[src/rtl/zia_pkg.sv]
// Shared constants and types for the zoned intrusion alarm keypad.
`timescale 1ns / 1ps

package zia_pkg;

	localparam int ZoneCount   = 4;
	localparam int SensorCount = 8;
	localparam int CodeLength  = 4;

	localparam int ZoneW   = 2;
	localparam int CharW   = 8;
	localparam int TriesW  = 4;
	localparam int PosW    = $clog2(CodeLength);
	localparam int CfgIdxW = 3;
	localparam int CfgDataW = CharW * CodeLength;
	localparam int MapW    = ZoneW * SensorCount;
	localparam int AdjW    = 16;

	localparam logic [CfgDataW-1:0] AccessCodeReset = '0;
	localparam logic                ZoneCheckReset  = 1'b1;
	localparam logic [MapW-1:0]     ZoneMapReset    = MapW'(38208);
	localparam logic [AdjW-1:0]     ZoneAdjReset    = AdjW'(594);
	localparam logic [TriesW-1:0]   MaxTriesReset   = TriesW'(3);
	localparam logic [TriesW-1:0]   TriesReset      = TriesW'(3);

	typedef enum logic [1:0] {
		RES_NONE    = 2'd0,
		RES_OK      = 2'd1,
		RES_WRONG   = 2'd2,
		RES_LOCKOUT = 2'd3
	} code_res_t;

	typedef enum logic [CfgIdxW-1:0] {
		CFG_ACCESS_CODE = 3'd0,
		CFG_ZONE_CHECK  = 3'd1,
		CFG_ZONE_MAP    = 3'd2,
		CFG_ZONE_ADJ    = 3'd3,
		CFG_MAX_TRIES   = 3'd4
	} cfg_idx_t;

endpackage

[src/rtl/zoned_intrusion_alarm_keypad.sv]
// Top level of the zoned intrusion alarm keypad: motion zoning, code entry and siren control.
`timescale 1ns / 1ps

// Usage
// Each input beat is one panel cycle: a motion sensor bitmap plus an optional keypad
// character (key_present; a character of zero is ignored). Each input beat gives exactly
// one output beat with the siren, armed and tries state after that panel cycle, and the
// outcome of any code check finished by it.
// Both data channels use valid/stall: a beat moves on a rising edge with valid high and
// stall low. Configuration writes use cfg_valid/cfg_ready, cfg_ready is always high, and
// they should only be issued while no beat is in flight.
// A beat is captured in an input register; the panel state is then updated and the
// result is written into the output register. Throughput is one beat per cycle while
// the receiver does not stall, set by the single pass of zone and code logic between
// those two registers.
// When the receiver stalls, the output register holds its beat. An empty input register
// can still take one beat; once both registers are full, in_stall is high, driven
// combinationally from out_stall. Reset (arst_n low) empties both registers, arms the
// panel, silences the siren, clears the code entry, sets the tries to three and loads
// the register defaults.
module zoned_intrusion_alarm_keypad (
	input  logic                           clk,
	input  logic                           arst_n,
	input  logic                           in_valid,
	output logic                           in_stall,
	input  logic [7:0]                     motion_sensors,
	input  logic                           key_present,
	input  logic [7:0]                     key_char,
	output logic                           out_valid,
	input  logic                           out_stall,
	output logic                           alarm_on,
	output logic                           armed,
	output logic [3:0]                     tries_left,
	output logic [1:0]                     code_result,
	input  logic                           cfg_valid,
	output logic                           cfg_ready,
	input  logic [zia_pkg::CfgIdxW-1:0]    cfg_index,
	input  logic [zia_pkg::CfgDataW-1:0]   cfg_data
);
	import zia_pkg::*;

	// Configuration registers.
	logic [CfgDataW-1:0] access_code_q;
	logic                zone_check_q;
	logic [MapW-1:0]     zone_map_q;
	logic [AdjW-1:0]     zone_adj_q;
	logic [TriesW-1:0]   max_tries_q;

	// Panel state.
	logic                armed_q;
	logic                siren_q;
	logic [ZoneW-1:0]    cur_zone_q;
	logic [ZoneW-1:0]    prev_zone_q;
	logic [CharW-1:0]    entry_buffer_q [CodeLength-1];
	logic [PosW-1:0]     entry_pos_q;
	logic [TriesW-1:0]   tries_q;

	// Input register.
	logic                valid_s1;
	logic [7:0]          motion_s1;
	logic                key_present_s1;
	logic [CharW-1:0]    key_char_s1;

	// Output register.
	logic                valid_s2;
	logic                alarm_s2;
	logic                armed_s2;
	logic [TriesW-1:0]   tries_s2;
	code_res_t           result_s2;

	// Handshake control.
	logic                advance;
	logic                fire;
	logic                take_in;

	// Single-pass datapath.
	logic [SensorCount-1:0] active;
	logic [SensorCount-1:0] in_zone [ZoneCount];
	logic [ZoneCount-1:0]   zone_hit;
	logic [ZoneCount-1:0]   zone_multi;
	logic [ZoneW-1:0]       cur_zone_d;
	logic [ZoneW-1:0]       prev_zone_d;
	logic                   motion_go;
	logic                   motion_siren;
	logic                   key_go;
	logic                   entry_full;
	logic                   code_match;
	logic                   siren_d;
	logic                   armed_d;
	logic [TriesW-1:0]      tries_d;
	code_res_t              result_d;

	// The output register may load when it is empty or its beat is being taken. The
	// input register moves on in that case, and can then also take a fresh beat.
	assign advance  = !valid_s2 || !out_stall;
	assign fire     = valid_s1 && advance;
	assign in_stall = valid_s1 && !advance;
	assign take_in  = in_valid && !in_stall;
	assign cfg_ready = 1'b1;

	// Only the sensors that exist take part; a sensor mapped to a zone at or above the
	// zone count still counts as motion but never moves the zones.
	assign active = motion_s1[SensorCount-1:0];

	always_comb begin
		for (int z = 0; z < ZoneCount; z++) begin
			for (int k = 0; k < SensorCount; k++) begin
				in_zone[z][k] = active[k] && (zone_map_q[ZoneW*k +: ZoneW] == ZoneW'(z));
			end
			zone_hit[z]   = |in_zone[z];
			// Two or more sensors in one zone leave both zone registers on that zone.
			zone_multi[z] = |(in_zone[z] & (in_zone[z] - SensorCount'(1)));
		end
	end

	// The walk visits zones in ascending order, so only the last two visited sensors
	// matter: one step per zone over the two-bit zone numbers.
	always_comb begin
		cur_zone_d  = cur_zone_q;
		prev_zone_d = prev_zone_q;
		for (int z = 0; z < ZoneCount; z++) begin
			if (zone_multi[z]) begin
				prev_zone_d = ZoneW'(z);
				cur_zone_d  = ZoneW'(z);
			end else if (zone_hit[z]) begin
				prev_zone_d = cur_zone_d;
				cur_zone_d  = ZoneW'(z);
			end
		end
	end

	// With the zone check on, zones are linked in either direction of the adjacency map; equal
	// or linked zones mean a plausible walk, so the siren stays silent; else motion sounds it.
	always_comb begin
		logic linked;
		linked = zone_adj_q[{cur_zone_d, prev_zone_d}] || zone_adj_q[{prev_zone_d, cur_zone_d}];
		if (zone_check_q) begin
			motion_siren = !((cur_zone_d == prev_zone_d) || linked);
		end else begin
			motion_siren = 1'b1;
		end
	end

	assign motion_go  = armed_q && (|active);
	assign key_go     = key_present_s1 && (key_char_s1 != '0);
	assign entry_full = (entry_pos_q == PosW'(CodeLength - 1));

	// The last key of a code is compared as it arrives, the earlier ones from the buffer.
	always_comb begin
		code_match = (key_char_s1 == access_code_q[CharW*(CodeLength-1) +: CharW]);
		for (int i = 0; i < CodeLength - 1; i++) begin
			if (entry_buffer_q[i] != access_code_q[CharW*i +: CharW]) begin
				code_match = 1'b0;
			end
		end
	end

	// Motion is handled first; a finished code entry may then override the siren.
	always_comb begin
		siren_d  = motion_go ? motion_siren : siren_q;
		armed_d  = armed_q;
		tries_d  = tries_q;
		result_d = RES_NONE;
		if (key_go && entry_full) begin
			priority if (code_match) begin
				armed_d  = 1'b0;
				siren_d  = 1'b0;
				tries_d  = max_tries_q;
				result_d = RES_OK;
			end else if (tries_q <= TriesW'(1)) begin
				tries_d  = max_tries_q;
				siren_d  = 1'b1;
				result_d = RES_LOCKOUT;
			end else begin
				tries_d  = tries_q - TriesW'(1);
				result_d = RES_WRONG;
			end
		end
	end

	// Configuration registers.
	always_ff @(posedge clk or negedge arst_n) begin
		if (!arst_n) begin
			access_code_q <= AccessCodeReset;
			zone_check_q  <= ZoneCheckReset;
			zone_map_q    <= ZoneMapReset;
			zone_adj_q    <= ZoneAdjReset;
			max_tries_q   <= MaxTriesReset;
		end else if (cfg_valid && cfg_ready) begin
			unique case (cfg_index)
				CFG_ACCESS_CODE: access_code_q <= cfg_data;
				CFG_ZONE_CHECK:  zone_check_q  <= cfg_data[0];
				CFG_ZONE_MAP:    zone_map_q    <= cfg_data[MapW-1:0];
				CFG_ZONE_ADJ:    zone_adj_q    <= cfg_data[AdjW-1:0];
				CFG_MAX_TRIES:   max_tries_q   <= cfg_data[TriesW-1:0];
				default: begin
				end
			endcase
		end
	end

	// Panel state, updated once for each beat as it passes into the output register.
	always_ff @(posedge clk or negedge arst_n) begin
		if (!arst_n) begin
			armed_q     <= 1'b1;
			siren_q     <= 1'b0;
			cur_zone_q  <= '0;
			prev_zone_q <= '0;
			entry_pos_q <= '0;
			tries_q     <= TriesReset;
			for (int i = 0; i < CodeLength - 1; i++) begin
				entry_buffer_q[i] <= '0;
			end
		end else if (fire) begin
			armed_q <= armed_d;
			siren_q <= siren_d;
			tries_q <= tries_d;
			if (motion_go) begin
				cur_zone_q  <= cur_zone_d;
				prev_zone_q <= prev_zone_d;
			end
			if (key_go) begin
				if (entry_full) begin
					entry_pos_q <= '0;
					for (int i = 0; i < CodeLength - 1; i++) begin
						entry_buffer_q[i] <= '0;
					end
				end else begin
					entry_pos_q <= entry_pos_q + PosW'(1);
					for (int i = 0; i < CodeLength - 1; i++) begin
						if (entry_pos_q == PosW'(i)) begin
							entry_buffer_q[i] <= key_char_s1;
						end
					end
				end
			end
		end
	end

	// Input register.
	always_ff @(posedge clk or negedge arst_n) begin
		if (!arst_n) begin
			valid_s1 <= 1'b0;
		end else if (!in_stall) begin
			valid_s1 <= in_valid;
		end
	end

	always_ff @(posedge clk) begin
		if (take_in) begin
			motion_s1      <= motion_sensors;
			key_present_s1 <= key_present;
			key_char_s1    <= key_char;
		end
	end

	// Output register.
	always_ff @(posedge clk or negedge arst_n) begin
		if (!arst_n) begin
			valid_s2 <= 1'b0;
		end else if (advance) begin
			valid_s2 <= valid_s1;
		end
	end

	always_ff @(posedge clk) begin
		if (fire) begin
			alarm_s2  <= siren_d;
			armed_s2  <= armed_d;
			tries_s2  <= tries_d;
			result_s2 <= result_d;
		end
	end

	assign out_valid   = valid_s2;
	assign alarm_on    = alarm_s2;
	assign armed       = armed_s2;
	assign tries_left  = tries_s2;
	assign code_result = result_s2;

	// A correct code always leaves the panel disarmed.
	a_ok_disarms: assert property (@(posedge clk) disable iff (!arst_n)
		valid_s2 && (result_s2 == RES_OK) |-> !armed_s2)
		else $error("correct code reported while panel still armed");

	// The lockout always sounds the siren.
	a_lockout_siren: assert property (@(posedge clk) disable iff (!arst_n)
		valid_s2 && (result_s2 == RES_LOCKOUT) |-> alarm_s2)
		else $error("lockout reported with the siren silent");

	// Nothing but reset re-arms the panel.
	a_no_rearm: assert property (@(posedge clk) disable iff (!arst_n)
		!$rose(armed_q))
		else $error("panel re-armed without reset");

	// The input side only stalls behind a full, stalled output register.
	a_stall_cause: assert property (@(posedge clk) disable iff (!arst_n)
		in_stall |-> valid_s1 && valid_s2 && out_stall)
		else $error("input stalled without a blocked output beat");

endmodule
[config.mk]
export PLATFORM = sky130hd
export DESIGN_NAME = zoned_intrusion_alarm_keypad
export DESIGN_NICKNAME = d
export VERILOG_FILES = /design/src/rtl/zia_pkg.sv /design/src/rtl/zoned_intrusion_alarm_keypad.sv
export SDC_FILE = /design/constraint.sdc
export NUM_CORES = 1
export LEC_CHECK = 0
export BUFFER_PORTS_ARGS = -buffer_cell sky130_fd_sc_hd__buf_2
export CAP_MARGIN = 20
export CORE_MARGIN = 2
export CORE_UTILIZATION = 30
export DETAILED_ROUTE_END_ITERATION = 10
export PLACE_DENSITY_LB_ADDON = 0.3
export RECOVER_POWER = 50
export SETUP_SLACK_MARGIN = 0.05
export SLEW_MARGIN = 20
export SYNTH_ARGS = -nofsm -noshare
export SYNTH_HDL_FRONTEND = slang
export SYNTH_SLANG_ARGS = --single-unit
[constraint.sdc]
create_clock -name clk -period 3 [get_ports clk]
set_input_delay 0.45 -clock clk [delete_from_list [all_inputs] [get_ports clk]]
set_output_delay 0.45 -clock clk [all_outputs]
set_load 0.01 [all_outputs]
# [Yosys cells after proc, flatten, opt, wreduce, memory -nomap -nowiden]
# Cells that the tools add are included.
[word_totals] register_bits=132 output_inout_bits=11 elab_cells=194
[op_classes] n_addsub=6 n_lt_le_gt_ge=3 eq_ne=36 mux=40 bitwise=5 n_reduce_logical=80
[op_table] operator="8-bit OR reduction" count=9
[op_table] operator="1-bit logical AND" count=38
[op_table] operator="2-bit == test (second input constant)" count=18
[op_table] operator="2-bit two-way mux" count=17
[op_table] operator="8-bit bitwise AND" count=4
[op_table] operator="8-bit by 1-bit subtractor with 8-bit output (second input constant)" count=4
[op_table] operator="24-bit two-way mux" count=1
[op_table] operator="8-bit two-way mux" count=3
[op_table] operator="8-bit != test" count=3
[op_table] operator="2-bit by 1-bit == test with 1-bit output (second input constant)" count=9
[op_table] operator="2-bit zero test" count=9
[op_table] operator="1-bit two-way mux" count=14
[op_table] operator="2-bit AND reduction" count=7
[op_table] operator="4-bit two-way mux" count=3
[op_table] operator="4-bit by 5-bit < comparator with 1-bit output (second input constant)" count=2
[op_table] operator="3-bit AND reduction" count=3
[op_table] operator="1-bit binary-select mux with 4-bit select" count=2
[op_table] operator="8-bit == test" count=1
[op_table] operator="8-bit nonzero test" count=1
[op_table] operator="3-bit by 2-bit == test with 1-bit output (second input constant)" count=2
[op_table] operator="2-bit nonzero test" count=3
[op_table] operator="1-bit zero test" count=5
[op_table] operator="4-bit by 1-bit less-or-equal comparator with 1-bit output (second input constant)" count=1
[op_table] operator="4-bit by 1-bit subtractor with 4-bit output (second input constant)" count=1
[op_table] operator="other kinds (8)" count=10

# [Logic depth before layout (Yosys ltp)]
[logic_depth] ltp_word=22 mapped_depth=12 depth_no_buf=10

# [Worst setup path before layout]
# No wires, ideal clock.
[synth_timing] path_kind="register to register" start="register zone_map_q[15]" end="register alarm_s2, in the netlist alarm_on (data pin)" setup_time_ps=274 arrival_ps=2831 required_ps=2726 setup_slack_ps=-106 stages_incl_launch_ff=10 n_path_buf=0 synth_period_minus_slack_ps=3106 cell_sequence="dfstp_2 nor3b_2 or4_4 nor4_4 nor3_1 o311a_1 a31o_2 or3_1 a221oi_2 o22ai_1"
[synth_between] elab_chain_cells=22 elab_cells_between_ends=53 classes_between="add/sub (4); eq/ne (4); mux (25); bitwise (4); reduce/logical (16)"
[synth_rtl] element="start: declaration" line_no="zoned_intrusion_alarm_keypad.sv:45" rtl="logic [MapW-1:0] zone_map_q;"
[synth_rtl] element="start signal: assignment" line_no="zoned_intrusion_alarm_keypad.sv:186" rtl="zone_map_q <= ZoneMapReset;"
[synth_rtl] element="start signal: assignment" line_no="zoned_intrusion_alarm_keypad.sv:193" rtl="CFG_ZONE_MAP: zone_map_q <= cfg_data[MapW-1:0];"
[synth_rtl] element="2-bit zero test" line_no="zoned_intrusion_alarm_keypad.sv:108" rtl="in_zone[z][k] = active[k] && (zone_map_q[ZoneW*k +: ZoneW] == ZoneW'(z));"
[synth_rtl] element="1-bit logical AND" line_no="zoned_intrusion_alarm_keypad.sv:108"
[synth_rtl] element="8-bit by 1-bit subtractor with 8-bit output" line_no="zoned_intrusion_alarm_keypad.sv:112" rtl="zone_multi[z] = |(in_zone[z] & (in_zone[z] - SensorCount'(1)));"
[synth_rtl] element="8-bit bitwise AND" line_no="zoned_intrusion_alarm_keypad.sv:112"
[synth_rtl] element="8-bit OR reduction" line_no="zoned_intrusion_alarm_keypad.sv:112"
[synth_rtl] element="2-bit two-way mux" line_no="zoned_intrusion_alarm_keypad.sv:122" rtl="if (zone_multi[z]) begin"
[synth_rtl] element="2-bit two-way mux" line_no="zoned_intrusion_alarm_keypad.sv:125" rtl="end else if (zone_hit[z]) begin"
[synth_rtl] element="2-bit two-way mux" line_no="zoned_intrusion_alarm_keypad.sv:122"
[synth_rtl] element="(+7 left out)"
[synth_rtl] element="1-bit logical OR (*)" line_no="zoned_intrusion_alarm_keypad.sv:138" rtl="motion_siren = !((cur_zone_d == prev_zone_d) || linked);"
[synth_rtl] element="1-bit zero test (*)" line_no="zoned_intrusion_alarm_keypad.sv:138"
[synth_rtl] element="1-bit two-way mux (*)" line_no="zoned_intrusion_alarm_keypad.sv:137" rtl="if (zone_check_q) begin"
[synth_rtl] element="1-bit two-way mux (*)" line_no="zoned_intrusion_alarm_keypad.sv:160" rtl="siren_d = motion_go ? motion_siren : siren_q;"
[synth_rtl] element="1-bit two-way mux" line_no="zoned_intrusion_alarm_keypad.sv:170" rtl="end else if (tries_q <= TriesW'(1)) begin"
[synth_rtl] element="1-bit two-way mux" line_no="zoned_intrusion_alarm_keypad.sv:165" rtl="priority if (code_match) begin"
[synth_rtl] element="1-bit two-way mux (*)" line_no="zoned_intrusion_alarm_keypad.sv:164" rtl="if (key_go && entry_full) begin"
[synth_rtl] element="named net siren_d" line_no="zoned_intrusion_alarm_keypad.sv:88" rtl="logic siren_d;"
[synth_rtl] element="end signal: assignment" line_no="zoned_intrusion_alarm_keypad.sv:268" rtl="alarm_s2 <= siren_d;"
[synth_rtl] element="end: declaration" line_no="zoned_intrusion_alarm_keypad.sv:66" rtl="logic alarm_s2;"
# Mark *: on every way through the listed nets, which the timed path passes. The rest lies on a longest branch. The select of a mux whose other input is x is not followed.
# A chain may end at the register's enable or synchronous reset.

# [Worst setup path after layout]
[layout_timing] start="register zone_map_q[12]" end="register alarm_s2, in the netlist alarm_on (data pin)"
# The elaborated chain is that of the path after synthesis.

==> metrics <==
WL final=17500 um; first-pass GRT wire length=28200 um; commonest non-fill, non-tap cell in the layout=mux2_2; I/O pins=68; drt pass-1 iters=5; minimum clock period=3120 ps; Achievable Freq=320 MHz; kind of cell adding the most delay to the critical path=simple AND/OR/NAND/NOR gates; power per standard cell area=839 nW/um^2; CTS max path bufs=2; crit-path max FO=6; endpoints failing setup=2; mean area per synthesized cell=12.0 um^2; dpl hpwl=13300 um; DRC=0; Max Cap Violations=1; via/cell ratio=4.95; Synth cell types=71; Clock Skews=9.41 ps; Port Buffer Count=66; global route overflow=0; status=complete, but fails checks; CP cell instances=nor3b_2 > or4_4 > nor4_4 > o211ai_1 > and2_4 > a31o_4 > or3_4 > a221oi_2 > o22ai_1; Sinks on Clock Net=132; total track usage=0.155; Leak Pwr=3.62 nW; gr busiest metal=met2; cts bufs inserted=17; hold depth=1; root buffer cell=clkbuf_16; slew margin rel.=-0.142; Worst R2R Path Depth=9; M1 GR Usage=0.210; Buf+Inv Stages, Crit Path=0; Finished Layout Cells=990; EDFF count, synth=25; Worst setup EP type=flop; die area=23300 um^2; met3 usage=0.0341; Starting DRT DRC Count=273; most frequent cells in the layout=mux2_2, dfrtp_1, buf_4; Top FF cell, synth=dfrtp_1; Layout fillers=2088; Die Ht=153 um; core outline area=21800 um^2; yosys warns=0; fin worst setup slack=-121 ps; met2 Track Usage GR=0.248; initial antenna violation count=1; Critical Path Start Type=flop; RD Place Congestion=0.929; synthesized cell area=6640 um^2; Wirelength per Cell=17.7 um; Critical-path top delay cell=or4_4; Clock Pin Slew Worst Setup and Hold Paths=60 ps; Antenna Violating Nets Remaining=0; fin util=0.392; largest net degree at the start of global routing=67; Critical Path Stages=9; Async SR Flop Fraction=0.811; VDD IR-drop max=442 uV; Seq/Total Area, Yosys=0.520; worst hold-check path type=input pin to flop; CTS tree=done; number of global-route vias before repair=5113; Syn Inst Count=555; worst path required time=3160 ps; Cell Count Post-Placement=951; critical setup path kind=flop to flop; RSZ-0062 raised after global routing=true; final hold vios=0; Initial Util=0.305; via count=4899; nets@finish=758; fin crit share=1.04; max-slew violations=67; synthesized flop and latch total=132; failing checks=max-capacitance violations, max-slew violations, negative setup slack; syn nets=617; DIE WIDTH=153 um; Clock H-tree levels=4; slowest stage delay, CP=610 ps; P&R area growth vs syn=28.5%; Clk Latency, worst-skew pair=420 ps; worst slew pin tran=1710 ps; Worst EP arrival=3280 ps; layout cell share with drive strength beyond 1=0.444; Rows=54
==> stage by stage <==
step                      hold WS (ps)  instance area [um^2]  setup TNS, ps  setup slack [ps]  power [mW]
after floorplan                    154                  6660          -4.75             -4.75        4.12
after global placement             480                  7780           -193              -108        4.89
after detailed placement           499                  7780           -376              -218        4.97
after CTS                          176                  8470           -212              -117        7.16
after global routing               179                  8520           -460              -238        7.59
final                              201                  8520           -230              -121        7.15
==> logic make-up after synthesis <==
kind of cell,share of synthesized area
xor+xnor,0.0422
mux,0.166
fa+ha+maj,0.00943
other cells,0.000565
compound gates,0.0967
simple gates,0.148
flops,0.520
buf+inv,0.0179
==> sequential cells by signal, summed over array words and instances, names as in the netlist, 2 cells and up <==
name	cells
tries_left	4
entry_buffer_q	24
cur_zone_q	2
zone_map_q	16
key_char_s1	8
code_result	2
zone_adj_q	16
max_tries_q	4
tries_q	4
access_code_q	32
entry_pos_q	2
prev_zone_q	2
active	8
==> cells in the mapped netlist, types with 9 or more instances <==
library cell	count	area share
mux2_2	94	0.16
nor2_1	22	0.012
o21ai_0	16	0.012
clkbuf_1	10	0.0057
dfstp_2	15	0.059
nand2_1	41	0.023
nor3_1	13	0.0098
edfxtp_1	25	0.11
xor2_1	32	0.042
nand3_1	17	0.013
nor2b_1	9	0.0085
dfrtp_1	92	0.35
a21oi_1	14	0.011
nor4_1	14	0.013
inv_1	13	0.0074
==> path summary, 6_finish.rpt <==
path / start / slack, ps / to
setup reg to reg: zone_map_q[12] / -120 / alarm_on
max in group asynchronous: arst_n / 980 / entry_buffer_q[13]
hold reg to reg: valid_s1 / 510 / out_valid
setup / recovery: zone_map_q[12] / -120 / alarm_on
hold / removal: key_char[1] / 200 / key_char_s1[1]
min in group asynchronous: arst_n / 460 / zone_map_q[14]
==> report_power, final <==
group / total (mW) / leakage, nW / internal, mW / switching (mW)
combinational: 2.38 / 1.80 / 1.22 / 1.16
sequential: 2.70 / 1.52 / 2.33 / 0.373
clock: 2.06 / 0.294 / 1.18 / 0.884
==> routing by layer <==
layer	vias up	routed length, um
met3	23	609
li1	2350	-
met5	-	0
met2	93	8280
met4	0	297
met1	2433	8300
==> area by class of cell <==
cell class	count	area (um^2)	area share
repair buffers	136	837	0.0982
clock buffers	17	425	0.0499
clock inverters	15	159	0.0186
multi-input cells	395	3250	0.381
flip-flops and latches	132	3450	0.404
diodes	1	2.50	0.000294
inverters	14	52.6	0.00616
well taps	280	350	0.0411
==> repair_timing <==
item / 4_1_cts / 5_1_grt
pin swaps: 15 / 5
hold buffers: 0 / 0
setup endpoints to repair: 2 / 3
gates resized for setup: 13 / 12
setup buffers: 4 / 2
Power figures use the tool's default switching activity.
